**src/i2d_pkg.sv**
```systemverilog
// ============================================================================
// i2d_pkg - shared definitions for the integer to decimal text converter
// Character codes, digit counts and the command and status bundles that
// pass between the controller and the datapath.
// ============================================================================
package i2d_pkg;

    localparam int unsigned VALUE_W  = 32;
    localparam int unsigned CHAR_W   = 8;
    localparam int unsigned DIGITS   = 10;
    localparam int unsigned BCD_W    = 4 * DIGITS;
    localparam int unsigned LEFT_W   = $clog2(DIGITS + 1);
    localparam int unsigned ITER_W   = $clog2(VALUE_W);

    localparam logic [CHAR_W-1:0] CHAR_MINUS = 8'd45;
    localparam logic [CHAR_W-1:0] CHAR_ZERO  = 8'd48;

    // Commands from the controller to the datapath.
    typedef struct packed {
        logic load;         // capture a new value and form its magnitude
        logic dabble;       // one shift and add-three step
        logic shift_digit;  // drop the top BCD digit
        logic push_sign;    // load a minus sign into the output register
        logic push_digit;   // load the top BCD digit into the output register
    } t_cmd;

    // Status from the datapath to the controller.
    typedef struct packed {
        logic top_zero;     // the top BCD digit is zero
        logic left_one;     // only one digit remains to be sent
        logic negative;     // the captured value was negative
        logic out_free;     // the output register can take a character
    } t_status;

endpackage

```
**src/i2d_datapath.sv**
```systemverilog
// ============================================================================
// i2d_datapath - binary to BCD converter and output register
// Holds the magnitude, the BCD digits and the output register, and acts on
// the commands of the controller.
// ============================================================================
module i2d_datapath (
    input  logic                                i_clk,
    input  logic                                i_rst_n,
    input  i2d_pkg::t_cmd                       i_cmd,
    output i2d_pkg::t_status                    o_status,
    input  logic signed [i2d_pkg::VALUE_W-1:0]  i_value,
    output logic                                o_valid,
    input  logic                                i_ready,
    output logic [i2d_pkg::CHAR_W-1:0]          o_char,
    output logic                                o_last
);
    import i2d_pkg::*;

    logic [VALUE_W-1:0] r_bin;
    logic [BCD_W-1:0]   r_bcd;
    logic [BCD_W-1:0]   n_bcd_adj;
    logic [LEFT_W-1:0]  r_left;
    logic               r_neg;
    logic               r_out_valid;
    logic [CHAR_W-1:0]  r_out_char;
    logic               r_out_last;
    logic [VALUE_W-1:0] n_mag;

    assign n_mag = i_value[VALUE_W-1] ? (~i_value + 1'b1) : i_value;

    // Add three to every digit of five or more ahead of the shift.
    always_comb begin
        logic [3:0] v_dig;
        for (int d = 0; d < DIGITS; d++) begin
            v_dig = r_bcd[4*d +: 4];
            n_bcd_adj[4*d +: 4] = (v_dig >= 4'd5) ? v_dig + 4'd3 : v_dig;
        end
    end

    always_ff @(posedge i_clk) begin
        if (i_cmd.load) begin
            r_bin  <= n_mag;
            r_bcd  <= '0;
            r_left <= LEFT_W'(DIGITS);
            r_neg  <= i_value[VALUE_W-1];
        end else if (i_cmd.dabble) begin
            r_bcd <= {n_bcd_adj[BCD_W-2:0], r_bin[VALUE_W-1]};
            r_bin <= {r_bin[VALUE_W-2:0], 1'b0};
        end else if (i_cmd.shift_digit) begin
            r_bcd  <= {r_bcd[BCD_W-5:0], 4'd0};
            r_left <= r_left - 1'b1;
        end
        if (i_cmd.push_sign) begin
            r_out_char <= CHAR_MINUS;
            r_out_last <= 1'b0;
        end else if (i_cmd.push_digit) begin
            r_out_char <= CHAR_ZERO + {4'd0, r_bcd[BCD_W-1 -: 4]};
            r_out_last <= (r_left == LEFT_W'(1));
        end
    end

    always_ff @(posedge i_clk) begin
        if (!i_rst_n) begin
            r_out_valid <= 1'b0;
        end else if (i_cmd.push_sign || i_cmd.push_digit) begin
            r_out_valid <= 1'b1;
        end else if (i_ready) begin
            r_out_valid <= 1'b0;
        end
    end

    assign o_status.top_zero = (r_bcd[BCD_W-1 -: 4] == 4'd0);
    assign o_status.left_one = (r_left == LEFT_W'(1));
    assign o_status.negative = r_neg;
    assign o_status.out_free = !r_out_valid || i_ready;

    assign o_valid = r_out_valid;
    assign o_char  = r_out_char;
    assign o_last  = r_out_last;

endmodule

```
**src/i2d_ctrl.sv**
```systemverilog
// ============================================================================
// i2d_ctrl - sequencing controller
// Steps through capture, conversion, leading zero removal and the sending
// of the sign and the digits.
// ============================================================================
module i2d_ctrl (
    input  logic              i_clk,
    input  logic              i_rst_n,
    input  logic              i_in_valid,
    output logic              o_in_ready,
    input  i2d_pkg::t_status  i_status,
    output i2d_pkg::t_cmd     o_cmd
);
    import i2d_pkg::*;

    typedef enum logic [2:0] {
        S_IDLE,
        S_CONV,
        S_SKIP,
        S_SIGN,
        S_DIGITS
    } t_state;

    t_state            r_state;
    t_state            n_state;
    logic [ITER_W-1:0] r_iter;
    logic [ITER_W-1:0] n_iter;

    always_comb begin
        o_cmd   = '0;
        n_state = r_state;
        n_iter  = r_iter;
        unique case (r_state)
            S_IDLE: begin
                if (i_in_valid) begin
                    o_cmd.load = 1'b1;
                    n_iter     = '0;
                    n_state    = S_CONV;
                end
            end
            S_CONV: begin
                o_cmd.dabble = 1'b1;
                n_iter       = r_iter + 1'b1;
                if (r_iter == ITER_W'(VALUE_W - 1)) begin
                    n_state = S_SKIP;
                end
            end
            S_SKIP: begin
                if (i_status.top_zero && !i_status.left_one) begin
                    o_cmd.shift_digit = 1'b1;
                end else begin
                    n_state = i_status.negative ? S_SIGN : S_DIGITS;
                end
            end
            S_SIGN: begin
                if (i_status.out_free) begin
                    o_cmd.push_sign = 1'b1;
                    n_state         = S_DIGITS;
                end
            end
            S_DIGITS: begin
                if (i_status.out_free) begin
                    o_cmd.push_digit  = 1'b1;
                    o_cmd.shift_digit = 1'b1;
                    if (i_status.left_one) begin
                        n_state = S_IDLE;
                    end
                end
            end
            default: begin
                n_state = S_IDLE;
            end
        endcase
    end

    always_ff @(posedge i_clk) begin
        if (!i_rst_n) begin
            r_state <= S_IDLE;
            r_iter  <= '0;
        end else begin
            r_state <= n_state;
            r_iter  <= n_iter;
        end
    end

    assign o_in_ready = (r_state == S_IDLE);

endmodule

```
**src/int_to_decimal_text.sv**
```systemverilog
// ============================================================================
// int_to_decimal_text - signed 32-bit integer to decimal ASCII characters
// The first character comes later for shorter texts, as more leading zeros
// are dropped first; one character then follows per cycle while the output
// is taken. A new value is accepted once the last digit of the previous one
// has entered the output register. The pace is set by the 32-step shift and
// add-three loop, the minus sign when one is sent, and the ten digit slots,
// each dropped as a leading zero or sent through the single output register,
// one a cycle while the output is taken. Synchronous active-low reset
// empties the output register and returns the controller to idle.
// ============================================================================
module int_to_decimal_text (
    input  logic                                i_clk,
    input  logic                                i_rst_n,
    // Input stream. tdata fields from bit 0: value[31:0] (signed).
    input  logic                                i_s_tvalid,
    output logic                                o_s_tready,
    input  logic signed [i2d_pkg::VALUE_W-1:0]  i_s_tdata,
    // Output stream. tdata fields from bit 0: text_char[7:0].
    // tlast carries last_char, high on the final character of a value.
    output logic                                o_m_tvalid,
    input  logic                                i_m_tready,
    output logic [i2d_pkg::CHAR_W-1:0]          o_m_tdata,
    output logic                                o_m_tlast
);
    import i2d_pkg::*;

    // The controller and the datapath exchange only these two bundles.
    t_cmd    w_cmd;
    t_status w_status;

    // The controller accepts a transfer only when idle. The value is
    // captured, its magnitude converted to ten BCD digits by the shift and
    // add-three loop, and leading zeros dropped one digit a cycle (keeping at
    // least one, so that zero gives '0'); finally the sign and digits are sent.
    i2d_ctrl u_ctrl (
        .i_clk      (i_clk),
        .i_rst_n    (i_rst_n),
        .i_in_valid (i_s_tvalid),
        .o_in_ready (o_s_tready),
        .i_status   (w_status),
        .o_cmd      (w_cmd)
    );

    // The datapath owns the output register, so a finished character can
    // wait for the downstream side while a new value is already accepted.
    i2d_datapath u_dp (
        .i_clk    (i_clk),
        .i_rst_n  (i_rst_n),
        .i_cmd    (w_cmd),
        .o_status (w_status),
        .i_value  (i_s_tdata),
        .o_valid  (o_m_tvalid),
        .i_ready  (i_m_tready),
        .o_char   (o_m_tdata),
        .o_last   (o_m_tlast)
    );

endmodule

```
**config.mk**
```make
export PLATFORM = sky130hd
export DESIGN_NAME = int_to_decimal_text
export DESIGN_NICKNAME = d
export VERILOG_FILES = /design/src/i2d_pkg.sv /design/src/i2d_datapath.sv /design/src/i2d_ctrl.sv /design/src/int_to_decimal_text.sv
export SDC_FILE = /design/constraint.sdc
export NUM_CORES = 1
export LEC_CHECK = 0
export ABC_AREA = 1
export BUFFER_PORTS_ARGS = -buffer_cell sky130_fd_sc_hd__buf_4
export CORE_MARGIN = 2
export CORE_UTILIZATION = 65
export DETAILED_ROUTE_END_ITERATION = 10
export PLACE_DENSITY = 0.91
export SYNTH_ARGS = -nofsm -noshare
export SYNTH_HDL_FRONTEND = slang
export SYNTH_HIERARCHICAL = 1
export SYNTH_SLANG_ARGS = --single-unit
```
**constraint.sdc**
```tcl
create_clock -name i_clk -period 3.66 [get_ports i_clk]
set_clock_uncertainty 0.05 [all_clocks]
set_input_delay 0.366 -clock i_clk [delete_from_list [all_inputs] [get_ports i_clk]]
set_output_delay 0.366 -clock i_clk [all_outputs]
set_load 0.02 [all_outputs]
```
==> results.cfg <==
[outcome]
status = finished, final reports clean

[timing]
report.final.slew_viol_count = 0
slew-limit-headroom = 0.464
finalHoldViolCount = 0
worstMarginPinSlew_ns = 0.803
post-route-min-period_ns = 2.80
setup_tns_ns = 0
setup_ws_ns = 0.858
clock.fmax_ghz = 0.357
setup_viol = 0
grt_setup_unrepaired = false
fin_crit_sh = 0.766

[finish]
multi_input_area_mm2 = 0.00306
fin_nets = 890
diodes = 0
n_fill_cell = 656
final_cells = 942
layout_common_cells = 203 x nand2_1, 82 x inv_1, 65 x nand3_1
stdcell_area_mm2 = 0.00625
drive_gt1_frac = 0.127
syn2layout_area_growth_pct = 9.23
final_util = 0.723
seqCellArea_mm2 = 0.00217
final_common_cell = nand2_1

[synth]
syn_inst = 799
synth_ff_type = dfxtp_1
netlist.top_cell.by_area = dfxtp_1
synth_warnings = 6
synth_cell_types = 38
ys_ff_latch = 92
syn-cell-area_mm2 = 0.00572
ys_seq_area_frac = 0.380
synth-edff-count = 33
synthTopCellsByArea = dfxtp_1 21%, edfxtp_1 17%, nand2_1 13%
async_reset_ff_frac = 0
synth_top_area_share = 0.207
avgSynthCellArea_um2 = 7.16

[drt]
first_pass_iters = 7
drt_iter0_drc = 468
wl_um = 13500
vias = 5585
drc = 0
ant_nets = 0
wl_per_cell_um = 14.3
viasPerCell = 5.93

[cts]
post_cts_resized = 0
cts_tree = done
numCtsBuffers = 9
cts_hold_buf = 0
cts_max_level = 3
clk_pin_slew_ns = 0.10
cts.sinks = 92
root_buffer = clkbuf_8
clock_latency_ns = 0.36
post-cts-setup-buffer-count = 0
clockBufferDepth = 2

[critical_path]
startpoint_type = flip-flop
worstPathArrival_ns = 2.99
rrSetupSlack_ns = 0.86
slowest_stage = dfxtp_1
worst_r2r_endpoint = u_dp/r_left[3]
cp.required_ns = 3.85
worstReg2RegStart = u_ctrl/r_state[2]
endpoint_kind = flip-flop
worst-r2r-cell-count = 8
cp_max_fo = 36
crit_path_cell_trace = nor3_4 -> buf_4 -> inv_2 -> nand2_1 -> inv_2 -> nand2_1 -> o31ai_1 -> nand3_1
max_stage_delay_ns = 0.61
critical_path_class = flip-flop to flip-flop

[min_path]
whs_endpoint = u_ctrl/r_state[1]
worstHoldPathType = primary input to flip-flop
min_from = i_rst_n
hold_path_depth = 3

[power_and_ir_drop]
power_density_mw_per_mm2 = 633
power.leakage_nw = 2.48
vdd_drop_max_uv = 344

[place]
place.gp.congestion = 0.990
port_buffers = 43
place_hpwl_um = 9520
placedCellCount = 926
preCtsSetupSlack_ns = 0.940
dpl-instance-area_mm2 = 0.00606

[global_route]
grt_max_degree = 44
overflow = 0
antenna_found_initial = 0
use_met2 = 0.504
use_met1 = 0.360
grt_pass1_vias = 5385
grt_pass1_wl_um = 23100
track_usage = 0.288
busiest_layer = met2
use_met3 = 0.0394

[floorplan]
core_mm2 = 0.00864
die_w_um = 97.8
die_area_mm2 = 0.00956
fp.dieH_um = 97.8
start_util = 0.662
io-pin-count = 47
rows = 34

[job]
drv_cap = 0
==> worst max-delay path by stage <==
stage	start	endpoint	slack, ns	cells past startpoint
3_3_place_gp	u_ctrl/r_state[2]	u_dp/r_left[3]	1.07	8
3_5_place_dp	u_ctrl/r_state[2]	u_dp/r_left[3]	0.94	8
2_1_floorplan	u_ctrl/r_state[2]	u_dp/r_bin[0]	1.18	7
5_1_grt	u_ctrl/r_state[2]	u_dp/r_left[3]	0.61	8
4_1_cts	u_ctrl/r_state[2]	u_dp/r_left[3]	0.92	8
6_report	u_ctrl/r_state[2]	u_dp/r_left[3]	0.86	8
==> where the power goes <==
part / total [mW] / internal, mW / leakage (nW) / switching (mW)
clock: 0.651 / 0.271 / 0.0928 / 0.381
sequential: 1.64 / 1.48 / 0.798 / 0.167
combinational: 1.66 / 0.496 / 1.59 / 1.16
==> area by class of cell <==
class                   instances  area share
multi-input cells             590       0.490
repair buffers                 48      0.0577
well taps                     108      0.0216
clock inverters                 6     0.00761
flip-flops and latches         92       0.348
inverters                      88      0.0529
clock buffers                  10      0.0220
==> through the flow <==
stage | power (mW) | hold WS, ns
floorplan | 2.87 | 0.392
global placement | 3.18 | 0.392
detailed placement | 3.28 | 0.412
CTS | 3.93 | 0.219
global route | 4.20 | 0.230
finish | 3.95 | 0.223
==> routing by layer <==
layer	share of wire	wire length, um
met5	0	0
met3	0.081	1090
met2	0.49	6610
met1	0.40	5470
met4	0.026	346
==> kinds of logic after synthesis <==
group / synth area share
adder cells (fa/ha/maj): 0.0547
buffers and inverters: 0.0856
XOR/XNOR: 0.0306
AO/OA/AOI/OAI: 0.156
other: 0.00131
AND/OR/NAND/NOR: 0.292
flip-flops: 0.380
==> synth_stat cells, types with 12 or more instances <==
| library cell | number |
|---|---|
| a31oi_1 | 40 |
| nor2_1 | 56 |
| dfxtp_1 | 59 |
| nor2_2 | 13 |
| nand2_1 | 203 |
| nand4_1 | 12 |
| a21oi_1 | 40 |
| edfxtp_1 | 33 |
| o21ai_0 | 64 |
| ha_1 | 25 |
| xor2_1 | 15 |
| nand3_1 | 65 |
| inv_1 | 82 |
==> critical path, delay by kind of cell, from the launching register on <==
kind            cells  cell delay (ns)
compound gates      1             0.23
buf+inv             3             1.11
flops               1             0.61
simple gates        4             0.69
==> registers in the layout, indices dropped and copies added, names as in the netlist <==
name	count
u_dp/r_bcd	40
u_dp/r_bin	32
u_ctrl/r_iter	5
u_dp/o_char	5
u_dp/r_left	4
u_ctrl/r_state	3
u_dp/o_last	1
u_dp/o_valid	1
u_dp/r_neg	1
Power figures use the tool's default switching activity.
